<file path="src/rtl/vtfp_pkg.sv">
`timescale 1ns / 1ps

package vtfp_pkg;

    localparam logic [7:0] HDR_BYTE   = 8'hAA;
    localparam logic [7:0] TYPE_DOT   = 8'h30;
    localparam logic [7:0] TYPE_CIRC  = 8'h31;
    localparam logic [7:0] TYPE_COLOR = 8'h32;
    localparam logic [7:0] TAIL_BYTE  = 8'hFF;

    localparam logic [1:0] KIND_DOT   = 2'd0;
    localparam logic [1:0] KIND_CIRC  = 2'd1;
    localparam logic [1:0] KIND_COLOR = 2'd2;

    // Frame positions of the tail byte for the two frame lengths.
    localparam logic [3:0] TAIL_POS_SHORT = 4'd7;
    localparam logic [3:0] TAIL_POS_LONG  = 4'd9;
    localparam logic [3:0] POS_HEADER     = 4'd0;
    localparam logic [3:0] POS_TYPE       = 4'd1;
    localparam logic [3:0] POS_PAYLOAD    = 4'd2;

    localparam int PAY_DEPTH   = 7;
    localparam int PAY_IDX_W   = 3;
    localparam int QUEUE_DEPTH = 2;

    typedef enum logic {
        OP_STORE,
        OP_EMIT
    } op_t;

    typedef struct packed {
        op_t                  op;
        logic [PAY_IDX_W-1:0] idx;
        logic [7:0]           data;
        logic [1:0]           kind;
    } cmd_t;

endpackage

</file>
<file path="src/rtl/vtfp_front.sv">
`timescale 1ns / 1ps

module vtfp_front (
    input  logic                aclk,
    input  logic                aresetn,
    input  logic                s_valid,
    output logic                s_ready,
    input  logic [7:0]          s_byte_in,
    input  logic                q_full,
    output logic                push,
    output vtfp_pkg::cmd_t      push_cmd
);
    import vtfp_pkg::*;

    logic [3:0] pos_reg, pos_next;
    logic [1:0] kind_reg, kind_next;
    logic [3:0] tail_pos;
    logic       accept;

    assign s_ready  = !q_full;
    assign accept   = s_valid && s_ready;
    assign tail_pos = (kind_reg == KIND_COLOR) ? TAIL_POS_LONG : TAIL_POS_SHORT;

    always_comb begin
        logic [3:0] rel;
        rel           = pos_reg - POS_PAYLOAD;
        pos_next      = pos_reg;
        kind_next     = kind_reg;
        push          = 1'b0;
        push_cmd.op   = OP_STORE;
        push_cmd.idx  = rel[PAY_IDX_W-1:0];
        push_cmd.data = s_byte_in;
        push_cmd.kind = kind_reg;
        if (accept) begin
            if (pos_reg == POS_HEADER) begin
                if (s_byte_in == HDR_BYTE) begin
                    pos_next = POS_TYPE;
                end
            end else if (pos_reg == POS_TYPE) begin
                pos_next = POS_PAYLOAD;
                unique case (s_byte_in)
                    TYPE_DOT:   kind_next = KIND_DOT;
                    TYPE_CIRC:  kind_next = KIND_CIRC;
                    TYPE_COLOR: kind_next = KIND_COLOR;
                    default: begin
                        pos_next  = POS_HEADER;
                        kind_next = KIND_DOT;
                    end
                endcase
            end else if (kind_reg != KIND_DOT && kind_reg != KIND_CIRC
                         && kind_reg != KIND_COLOR) begin
                pos_next  = POS_HEADER;
                kind_next = KIND_DOT;
            end else if (pos_reg < tail_pos) begin
                push     = 1'b1;
                pos_next = pos_reg + 4'd1;
            end else begin
                // Tail position or beyond: the frame ends here either way.
                if (pos_reg == tail_pos && s_byte_in == TAIL_BYTE) begin
                    push        = 1'b1;
                    push_cmd.op = OP_EMIT;
                end
                pos_next  = POS_HEADER;
                kind_next = KIND_DOT;
            end
        end
    end

    always_ff @(posedge aclk) begin
        if (!aresetn) begin
            pos_reg  <= POS_HEADER;
            kind_reg <= KIND_DOT;
        end else begin
            pos_reg  <= pos_next;
            kind_reg <= kind_next;
        end
    end

endmodule

</file>
<file path="src/rtl/vtfp_cmd_queue.sv">
`timescale 1ns / 1ps

module vtfp_cmd_queue #(
    parameter int DEPTH = vtfp_pkg::QUEUE_DEPTH
) (
    input  logic           aclk,
    input  logic           aresetn,
    input  logic           push,
    input  vtfp_pkg::cmd_t push_cmd,
    output logic           full,
    input  logic           pop,
    output logic           q_valid,
    output vtfp_pkg::cmd_t q_cmd
);
    import vtfp_pkg::*;

    localparam int PTR_W = (DEPTH > 1) ? $clog2(DEPTH) : 1;
    localparam int CNT_W = $clog2(DEPTH + 1);
    localparam logic [PTR_W-1:0] LAST = PTR_W'(DEPTH - 1);

    cmd_t             slot_reg [DEPTH];
    logic [PTR_W-1:0] wr_ptr_reg, rd_ptr_reg;
    logic [CNT_W-1:0] count_reg;
    logic             do_pop;

    assign full    = (count_reg == CNT_W'(DEPTH));
    assign q_valid = (count_reg != '0);
    assign q_cmd   = slot_reg[rd_ptr_reg];
    assign do_pop  = pop && q_valid;

    always_ff @(posedge aclk) begin
        if (push) begin
            slot_reg[wr_ptr_reg] <= push_cmd;
        end
    end

    always_ff @(posedge aclk) begin
        if (!aresetn) begin
            wr_ptr_reg <= '0;
            rd_ptr_reg <= '0;
            count_reg  <= '0;
        end else begin
            if (push) begin
                wr_ptr_reg <= (wr_ptr_reg == LAST) ? '0 : wr_ptr_reg + PTR_W'(1);
            end
            if (do_pop) begin
                rd_ptr_reg <= (rd_ptr_reg == LAST) ? '0 : rd_ptr_reg + PTR_W'(1);
            end
            if (push && !do_pop) begin
                count_reg <= count_reg + CNT_W'(1);
            end else if (!push && do_pop) begin
                count_reg <= count_reg - CNT_W'(1);
            end
        end
    end

endmodule

</file>
<file path="src/rtl/vtfp_back.sv">
`timescale 1ns / 1ps

module vtfp_back (
    input  logic               aclk,
    input  logic               aresetn,
    input  logic               q_valid,
    input  vtfp_pkg::cmd_t     q_cmd,
    output logic               pop,
    output logic               m_valid,
    input  logic               m_ready,
    output logic [1:0]         m_frame_kind,
    output logic [7:0]         m_found_flag,
    output logic [7:0]         m_color_code,
    output logic [7:0]         m_shape_code,
    output logic signed [15:0] m_pos_x,
    output logic signed [15:0] m_pos_y
);
    import vtfp_pkg::*;

    logic [7:0]  payload_reg [PAY_DEPTH];
    logic        m_valid_reg;
    logic [1:0]  kind_reg;
    logic [7:0]  flag_reg, color_reg, shape_reg;
    logic [15:0] x_reg, y_reg;
    logic        emit;

    assign pop  = q_valid && (q_cmd.op == OP_STORE || !m_valid_reg || m_ready);
    assign emit = pop && q_cmd.op == OP_EMIT;

    always_ff @(posedge aclk) begin
        if (pop && q_cmd.op == OP_STORE && q_cmd.idx < PAY_IDX_W'(PAY_DEPTH)) begin
            payload_reg[q_cmd.idx] <= q_cmd.data;
        end
    end

    always_ff @(posedge aclk) begin
        if (emit) begin
            kind_reg <= q_cmd.kind;
            flag_reg <= payload_reg[0];
            if (q_cmd.kind == KIND_COLOR) begin
                color_reg <= payload_reg[1];
                shape_reg <= payload_reg[2];
                x_reg     <= {payload_reg[3], payload_reg[4]};
                y_reg     <= {payload_reg[5], payload_reg[6]};
            end else begin
                color_reg <= 8'd0;
                shape_reg <= 8'd0;
                x_reg     <= {payload_reg[1], payload_reg[2]};
                y_reg     <= {payload_reg[3], payload_reg[4]};
            end
        end
    end

    always_ff @(posedge aclk) begin
        if (!aresetn) begin
            m_valid_reg <= 1'b0;
        end else if (emit) begin
            m_valid_reg <= 1'b1;
        end else if (m_ready) begin
            m_valid_reg <= 1'b0;
        end
    end

    assign m_valid      = m_valid_reg;
    assign m_frame_kind = kind_reg;
    assign m_found_flag = flag_reg;
    assign m_color_code = color_reg;
    assign m_shape_code = shape_reg;
    assign m_pos_x      = signed'(x_reg);
    assign m_pos_y      = signed'(y_reg);

endmodule

</file>
<file path="src/rtl/vision_target_frame_parser.sv">
`timescale 1ns / 1ps
// Front parser, command queue and result stage run every cycle; a tail byte's emit command passes
// through the queue and is registered in the output stage when free. Throughput: one byte per
// cycle unless the queue is full; its depth sets how long the output may stall before input waits.
// Reset: synchronous active-low aresetn returns the parser to hunting for a header and empties
// the queue and the output stage; stored payload bytes are not cleared.

module vision_target_frame_parser #(
    parameter int QUEUE_DEPTH = vtfp_pkg::QUEUE_DEPTH
) (
    input  logic               aclk,
    input  logic               aresetn,
    input  logic               s_valid,
    output logic               s_ready,
    input  logic [7:0]         s_byte_in,
    output logic               m_valid,
    input  logic               m_ready,
    output logic [1:0]         m_frame_kind,
    output logic [7:0]         m_found_flag,
    output logic [7:0]         m_color_code,
    output logic [7:0]         m_shape_code,
    output logic signed [15:0] m_pos_x,
    output logic signed [15:0] m_pos_y
);
    import vtfp_pkg::*;

    // The front tracks the frame position and turns each payload byte into a store
    // command and each good tail into an emit command. Header, type and dropped
    // bytes produce no command at all.
    logic push, q_full, pop, q_valid;
    cmd_t push_cmd, q_cmd;

    vtfp_front u_front (
        .aclk      (aclk),
        .aresetn   (aresetn),
        .s_valid   (s_valid),
        .s_ready   (s_ready),
        .s_byte_in (s_byte_in),
        .q_full    (q_full),
        .push      (push),
        .push_cmd  (push_cmd)
    );

    // Commands stay in order, so every store of a frame lands before its emit.
    vtfp_cmd_queue #(
        .DEPTH (QUEUE_DEPTH)
    ) u_queue (
        .aclk     (aclk),
        .aresetn  (aresetn),
        .push     (push),
        .push_cmd (push_cmd),
        .full     (q_full),
        .pop      (pop),
        .q_valid  (q_valid),
        .q_cmd    (q_cmd)
    );

    // The back keeps the payload bytes and builds the result item in its output
    // register; stores drain even while a result waits to be taken.
    vtfp_back u_back (
        .aclk         (aclk),
        .aresetn      (aresetn),
        .q_valid      (q_valid),
        .q_cmd        (q_cmd),
        .pop          (pop),
        .m_valid      (m_valid),
        .m_ready      (m_ready),
        .m_frame_kind (m_frame_kind),
        .m_found_flag (m_found_flag),
        .m_color_code (m_color_code),
        .m_shape_code (m_shape_code),
        .m_pos_x      (m_pos_x),
        .m_pos_y      (m_pos_y)
    );

endmodule

</file>
<file path="config.mk">
export PLATFORM = sky130hd
export DESIGN_NAME = vision_target_frame_parser
export DESIGN_NICKNAME = d
export VERILOG_FILES = /design/src/rtl/vtfp_pkg.sv /design/src/rtl/vtfp_front.sv /design/src/rtl/vtfp_cmd_queue.sv /design/src/rtl/vtfp_back.sv /design/src/rtl/vision_target_frame_parser.sv
export SDC_FILE = /design/constraint.sdc
export NUM_CORES = 1
export LEC_CHECK = 0
export BUFFER_PORTS_ARGS = -buffer_cell sky130_fd_sc_hd__buf_2
export CORE_MARGIN = 10
export CORE_UTILIZATION = 35
export DETAILED_ROUTE_END_ITERATION = 8
export GPL_ROUTABILITY_DRIVEN = 0
export PLACE_DENSITY = 0.63
export SLEW_MARGIN = 10
export SYNTH_ARGS = -nofsm -noshare
export SYNTH_HDL_FRONTEND = slang
export SYNTH_HIERARCHICAL = 1
export SYNTH_SLANG_ARGS = --single-unit
</file>
<file path="constraint.sdc">
create_clock -name aclk -period 4.2 [get_ports aclk]
set_input_delay 1.26 -clock aclk [delete_from_list [all_inputs] [get_ports aclk]]
set_output_delay 1.26 -clock aclk [all_outputs]
set_load 0.01 [all_outputs]
</file>
# Yosys cells after proc, flatten, opt, wreduce, memory -nomap -nowiden
# Memories as Yosys holds them, arrays and structs flattened. A register that Yosys moved wholly into a read port is not among the register bits.
# Index checks and enable logic that the tools add are counted.
[totals]
reg_bits = 61
mem_bits_rw = 84
inputBits = 12
word_cells = 98
mem_count = 2
[op_classes]
n_addsub = 6
magnitude_cmp = 2
n_eq_ne = 14
mux = 36
n_bitwise = 2
reduce_logical = 25
[mem_list]
columns = ["memory", "words", "width", "rd", "rd_clocked_by_memory_dff", "wr", "line_no", "rtl"]
rows = [
  ["u_back.payload_reg", 7, 8, 7, 1, 1, "vtfp_back.sv:20", "logic [7:0] payload_reg [PAY_DEPTH];"],
  ["u_queue.slot_reg", 2, 14, 1, 1, 1, "vtfp_cmd_queue.sv:21", "cmd_t slot_reg [DEPTH];"],
]
[op_table]
columns = ["op", "n"]
rows = [
  ["$mux W16", 2],
  ["$eq A8 B6 Y1 const B", 3],
  ["$mux W4", 6],
  ["$mux W1", 21],
  ["$eq A8 B8 Y1 const B", 2],
  ["$mux W2", 6],
  ["$logic_and A1 B1 Y1", 11],
  ["$reduce_bool A2 Y1", 4],
  ["$eq A2 B2 Y1 const B", 3],
  ["$add A4 B1 Y4 const B", 1],
  ["$eq A4 B1 Y1 const B", 1],
  ["$eq A4 B4 Y1", 1],
  ["$logic_not A1 Y1", 4],
  ["$logic_not A4 Y1", 1],
  ["$lt A4 B4 Y1", 1],
  ["$ne A2 B2 Y1 const B", 2],
  ["$pmux W2 S2", 1],
  ["$lt A3 B3 Y1 const B", 1],
  ["$ne A3 B1 Y1 const B", 1],
  ["$reduce_and A3 Y1", 1],
  ["$reduce_or A3 Y1", 1],
  ["$sub A3 B2 Y3 const B", 1],
  ["$add A1 B1 Y1 const B", 2],
  ["$add A2 B1 Y2 const B", 1],
  ["other kinds (5)", 7],
]

# Longest topological paths before layout
[logic_depth]
depth_word = 14
mapped_depth = 11
mapped_depth_nobuf = 11

# By module
# Netlist, hierarchy kept.
[modules_own_cells]
columns = ["module", "n_inst", "cells_each", "area_each_um2", "seq_area_each_um2"]
rows = [
  ["vtfp_back", 1, 187, 4071.4, 3443.3],
  ["vtfp_cmd_queue", 1, 65, 1223.7, 940.9],
  ["vtfp_front", 1, 81, 609.3, 120.1],
]

# Least setup slack after synthesis
# No wires, ideal clock.
[synth_path]
path_type = "input to register"
start = "in m_ready"
end = "reg u_back.color_reg[0], in the netlist u_back/m_color_code[0] (read register of u_back.payload_reg) (enable)"
setup_ns = 0.475
t_arrival_ns = 3.737
setup_slack_ns = -0.011
path_stages = 2
n_path_buf = 0
path_cell_list = "nor2b_1 -> nor2_1"
[synth_between]
elab_chain_cells = 3
[synth_lines]
columns = ["element", "line_no", "rtl"]
rows = [
  ["start, declared", "vision_target_frame_parser.sv:17", "input logic m_ready,"],
  ["$logic_or A1 B1 Y1", "vtfp_back.sv:27", "assign pop = q_valid && (q_cmd.op == OP_STORE || !m_valid_reg || m_ready);"],
  ["$logic_and A1 B1 Y1", "vtfp_back.sv:27", ""],
  ["$logic_and A1 B1 Y1", "vtfp_back.sv:28", "assign emit = pop && q_cmd.op == OP_EMIT;"],
  ["named net u_back.emit", "vtfp_back.sv:25", "logic emit;"],
  ["end, declared", "vtfp_back.sv:23", "logic [7:0] flag_reg, color_reg, shape_reg;"],
]
# The timed path passes the listed nets, and every way through them passes these cells.
# A chain may end at the register's enable or synchronous reset.

# Final worst setup path
[layout_path]
start = "reg u_front.pos_reg[1]"
end = "mem u_queue/slot_reg[1][11] (netlist bit) (enable)"
[layout_between]
elab_chain_cells = 10
elab_cells_between_ends = 13
[layout_lines]
columns = ["element", "line_no", "rtl"]
rows = [
  ["start, declared", "vtfp_front.sv:15", "logic [3:0] pos_reg, pos_next;"],
  ["start signal, assigned", "vtfp_front.sv:74", "pos_reg <= pos_next;"],
  ["$eq A4 B4 Y1", "vtfp_front.sv:59", "if (pos_reg == tail_pos && s_byte_in == TAIL_BYTE) begin"],
  ["$logic_and A1 B1 Y1", "vtfp_front.sv:59", ""],
  ["$mux W1", "vtfp_front.sv:59", ""],
  ["$mux W1", "vtfp_front.sv:54", "end else if (pos_reg < tail_pos) begin"],
  ["$mux W1", "vtfp_front.sv:50", "end else if (kind_reg != KIND_DOT && kind_reg != KIND_CIRC"],
  ["$mux W1", "vtfp_front.sv:39", "end else if (pos_reg == POS_TYPE) begin"],
  ["$mux W1 *", "vtfp_front.sv:35", "if (pos_reg == POS_HEADER) begin"],
  ["$mux W1 *", "vtfp_front.sv:34", "if (accept) begin"],
  ["named net push", "vision_target_frame_parser.sv:30", "logic push, q_full, pop, q_valid;"],
  ["$mux W1 *", "vtfp_cmd_queue.sv:32", "if (push) begin"],
  ["$mux W1 (not written as such) *", "vtfp_cmd_queue.sv:33", "slot_reg[wr_ptr_reg] <= push_cmd;"],
  ["end, declared", "vtfp_cmd_queue.sv:21", ""],
]
# Mark *: on every way through the listed nets, which the timed path passes. The rest lies on a longest branch.

==> results.md <==
- FF-to-FF setup slack: 1.23 ns
- Post-Route Skew: 0.0161 ns
- Synth top area share: 72.2%
- Sequential share of the synthesized area: 76.3%
- Die outline height: 150 um
- Final WL: 10.5 mm
- Rel. slew slack: 24.8%
- Area of the multi-input gates: 1250 um^2
- Synth area leader: edfxtp_1
- H-Tree Depth: 4
- Pin slew with the least headroom to its limit: 1.13 ns
- Critical path fanouts, max: 14
- Final number of max-transition violations: 0
- First-pass GRT wire length: 16.5 mm
- Mean Syn Cell Area: 17.7 um^2
- Initial Util: 35.6%
- Layout cells sized above 1: 37.7%
- Internal power: 0.00253 W
- Post-Synthesis Cell Area: 5900 um^2
- Clock network power share: 46.5%
- Reg2Reg Depth: 8
- Most common cell after layout, fill and taps aside: edfxtp_1
- WS Path Type: reg -> reg
- Max FFs per register: 56
- Lkg Pwr: 2.42 nW
- RSZ-0062 raised after global routing: no
- Clock root buffer: clkbuf_16
- Worst-Skew Late Latency: 0.42 ns
- Peak supply drop: 0.260 mV
- Total core area: 16,600 um^2
- Min Clock Period, post-route: 2.97 ns
- TNS Setup: 0 ns
- WP data required: 4.24 ns
- Storage element area: 4500 um^2
- Worst path cell trace: inv_1 -> ha_1 -> nor3b_1 -> a211o_1 -> a211oi_4 -> inv_2 -> a21oi_1 -> and2_1
- Dpl ws: 1.05 ns
- Vias per cell: 4.54
- Pwr Density: 446 nW/um^2
- Clock transition at path regs: 0.06 ns
- ANT nets after route: 0
- WP data arrival: 3.00 ns
- DRC: 0
- P&R area growth vs syn: 18.9%
- FF+latch count, synth: 154
- Post-synth EDFFs: 142
- Largest net degree at the start of global routing: 59
- Die area: 22,500 um^2
- Clock Sinks: 154
- Worst path max stage delay: 0.62 ns
- GRT Total Usage: 9.80%
- Total CTS buffers: 17
- Vias in the first global route: 2,937
- Psw: 0.000596 W
- Cells after Synth: 333
- Synthesized net count: 351
- IO Port Bufs: 71
- N_diodes: 0
- Ys async rst share: 0%
- Max Clk Rate: 337 MHz
- Grt total ovfl: 0
- Routed vias: 2,913
- Row count: 47
- Synth top area cells: edfxtp_1 (72%), mux2_2 (8.0%), dfxtp_1 (4.1%)
- Final Cycle Share: 70.7%
- PostCTS Resize Cnt: 0
- Setup violators final: 0
- Antenna violations before repair: 0
- Fin nets: 428
- HP Class: reg -> reg
- Drt pass-1 iters: 4
- Critical Path Slowest Stage Cell: and2_1
- Commonest non-fill, non-tap cells in the layout: edfxtp_1 (142), buf_2 (71), mux2_2 (42), and2_1 (20), clkbuf_16 (17)
- Die width: 150 um
- Setup ws final: 1.23 ns
- CTS tree: built
- Status: finished, final reports clean
- Crit start category: register
- Dpl cells: 611
- Bufs on Longest Clock Path: 2
- Fillcell total: 1,504
- Combinational share of power: 0.6%
- Post-DR wirelength/cell: 16.3 um
- Post-CTS Hold Fix Bufs: 0
- Max cap viols: 0
- DRT iter0 DRCs: 124
- Seq pwr share: 52.9%
- Io pins: 72
- Final Hold Vio Count: 0
- Non-Filler Instances: 642
- Synth Warn #: 6
- Switching part of the total power: 19.0%
- Critical Path End Type: register
- HPWL reported at the end of detailed placement: 7.09 mm
- Post-synth cell types: 48
- WHS Path Cells: 0
- Setup Buffers After CTS: 0
- Post-synth top flop: edfxtp_1
[critical path: cells and delay by family, from the launching register on]
family	cells	cell delay [ns]
AND/OR/NAND/NOR	2	0.78
flip-flops	1	0.45
adder cells (fa/ha/maj)	1	0.22
buffers and inverters	2	0.22
AO/OA/AOI/OAI	3	0.93
[cells by family (layout without fill, tap and decap cells)]
family                     after synthesis  count (layout)  share of synthesized area (%)
muxes                                   47              47                           9.20
and+or+nand+nor                         76              76                           7.40
buffers and inverters                   25             114                           2.65
AOI/OAI and AO/OA                       22              22                           2.76
xor gates and xnor gates                 3               3                          0.445
adders and majority gates                6               6                           1.27
DFF                                    154             154                           76.3
[stage by stage]
step | hold WS (ns) | cell area (um^2) | util, % | total power [W]
global placement | 0.413 | 6450 | 38.9 | 0.00171
finish | 0.418 | 7020 | 42.3 | 0.00313
CTS | 0.419 | 7020 | 42.3 | 0.00317
floorplan | 0.400 | 5910 | - | 0.00170
global route | 0.423 | 7020 | 42.3 | 0.00324
detailed placement | 0.406 | 6450 | 38.9 | 0.00171
[cells in the mapped netlist, types with 2 or more instances]
master,number
a21boi_0,2
a21oi_1,4
a31oi_1,3
and2_1,20
buf_4,12
buf_6,2
dfxtp_1,12
edfxtp_1,142
ha_1,6
inv_1,7
mux2_2,42
mux2_4,4
nand2_1,11
nand2b_1,5
nand3_1,3
nand3b_1,2
nand4_1,2
nor2_1,16
nor2b_1,4
nor3_1,3
o21ai_0,2
o21ai_1,2
xnor2_1,2
[per-layer routing]
metal	GRT usage (%)	part of all wire, %	vias up
met2	15.0	46	75
met3	4.23	7.8	9
met5	0	0	-
met4	3.74	1.3	0
li1	-	-	1403
met1	12.0	45	1426
[power by group through the flow]
| stage | logic, W | registers (W) | clock network, W |
|---|---|---|---|
| 2_1_floorplan | 0.0000122 | 0.00169 | 0 |
| 3_3_place_gp | 0.0000196 | 0.00169 | 0 |
| 3_5_place_dp | 0.0000206 | 0.00169 | 0 |
| 4_1_cts | 0.0000206 | 0.00165 | 0.00150 |
| 5_1_grt | 0.0000227 | 0.00165 | 0.00156 |
| 6_report | 0.0000203 | 0.00165 | 0.00145 |
[path summary, 6_finish.rpt]
| kind | from | endpoint |
|---|---|---|
| setup / recovery | u_front/pos_reg[1] | u_queue/slot_reg[1][11] |
| hold reg to reg | u_back/payload_reg[0][5] | u_back/m_found_flag[5] |
| hold / removal | u_back/payload_reg[0][5] | u_back/m_found_flag[5] |
| setup reg to reg | u_front/pos_reg[1] | u_queue/slot_reg[1][11] |
[area by class of cell]
type / instances / share of cell area (%)
tap: 220 / 3.92
clock buffer: 17 / 6.06
multi-input combinational: 154 / 17.8
sequential: 154 / 64.2
clock inverter: 14 / 2.09
timing repair buffer: 75 / 5.49
inverter: 8 / 0.428
(Power assumes the default switching activity.)
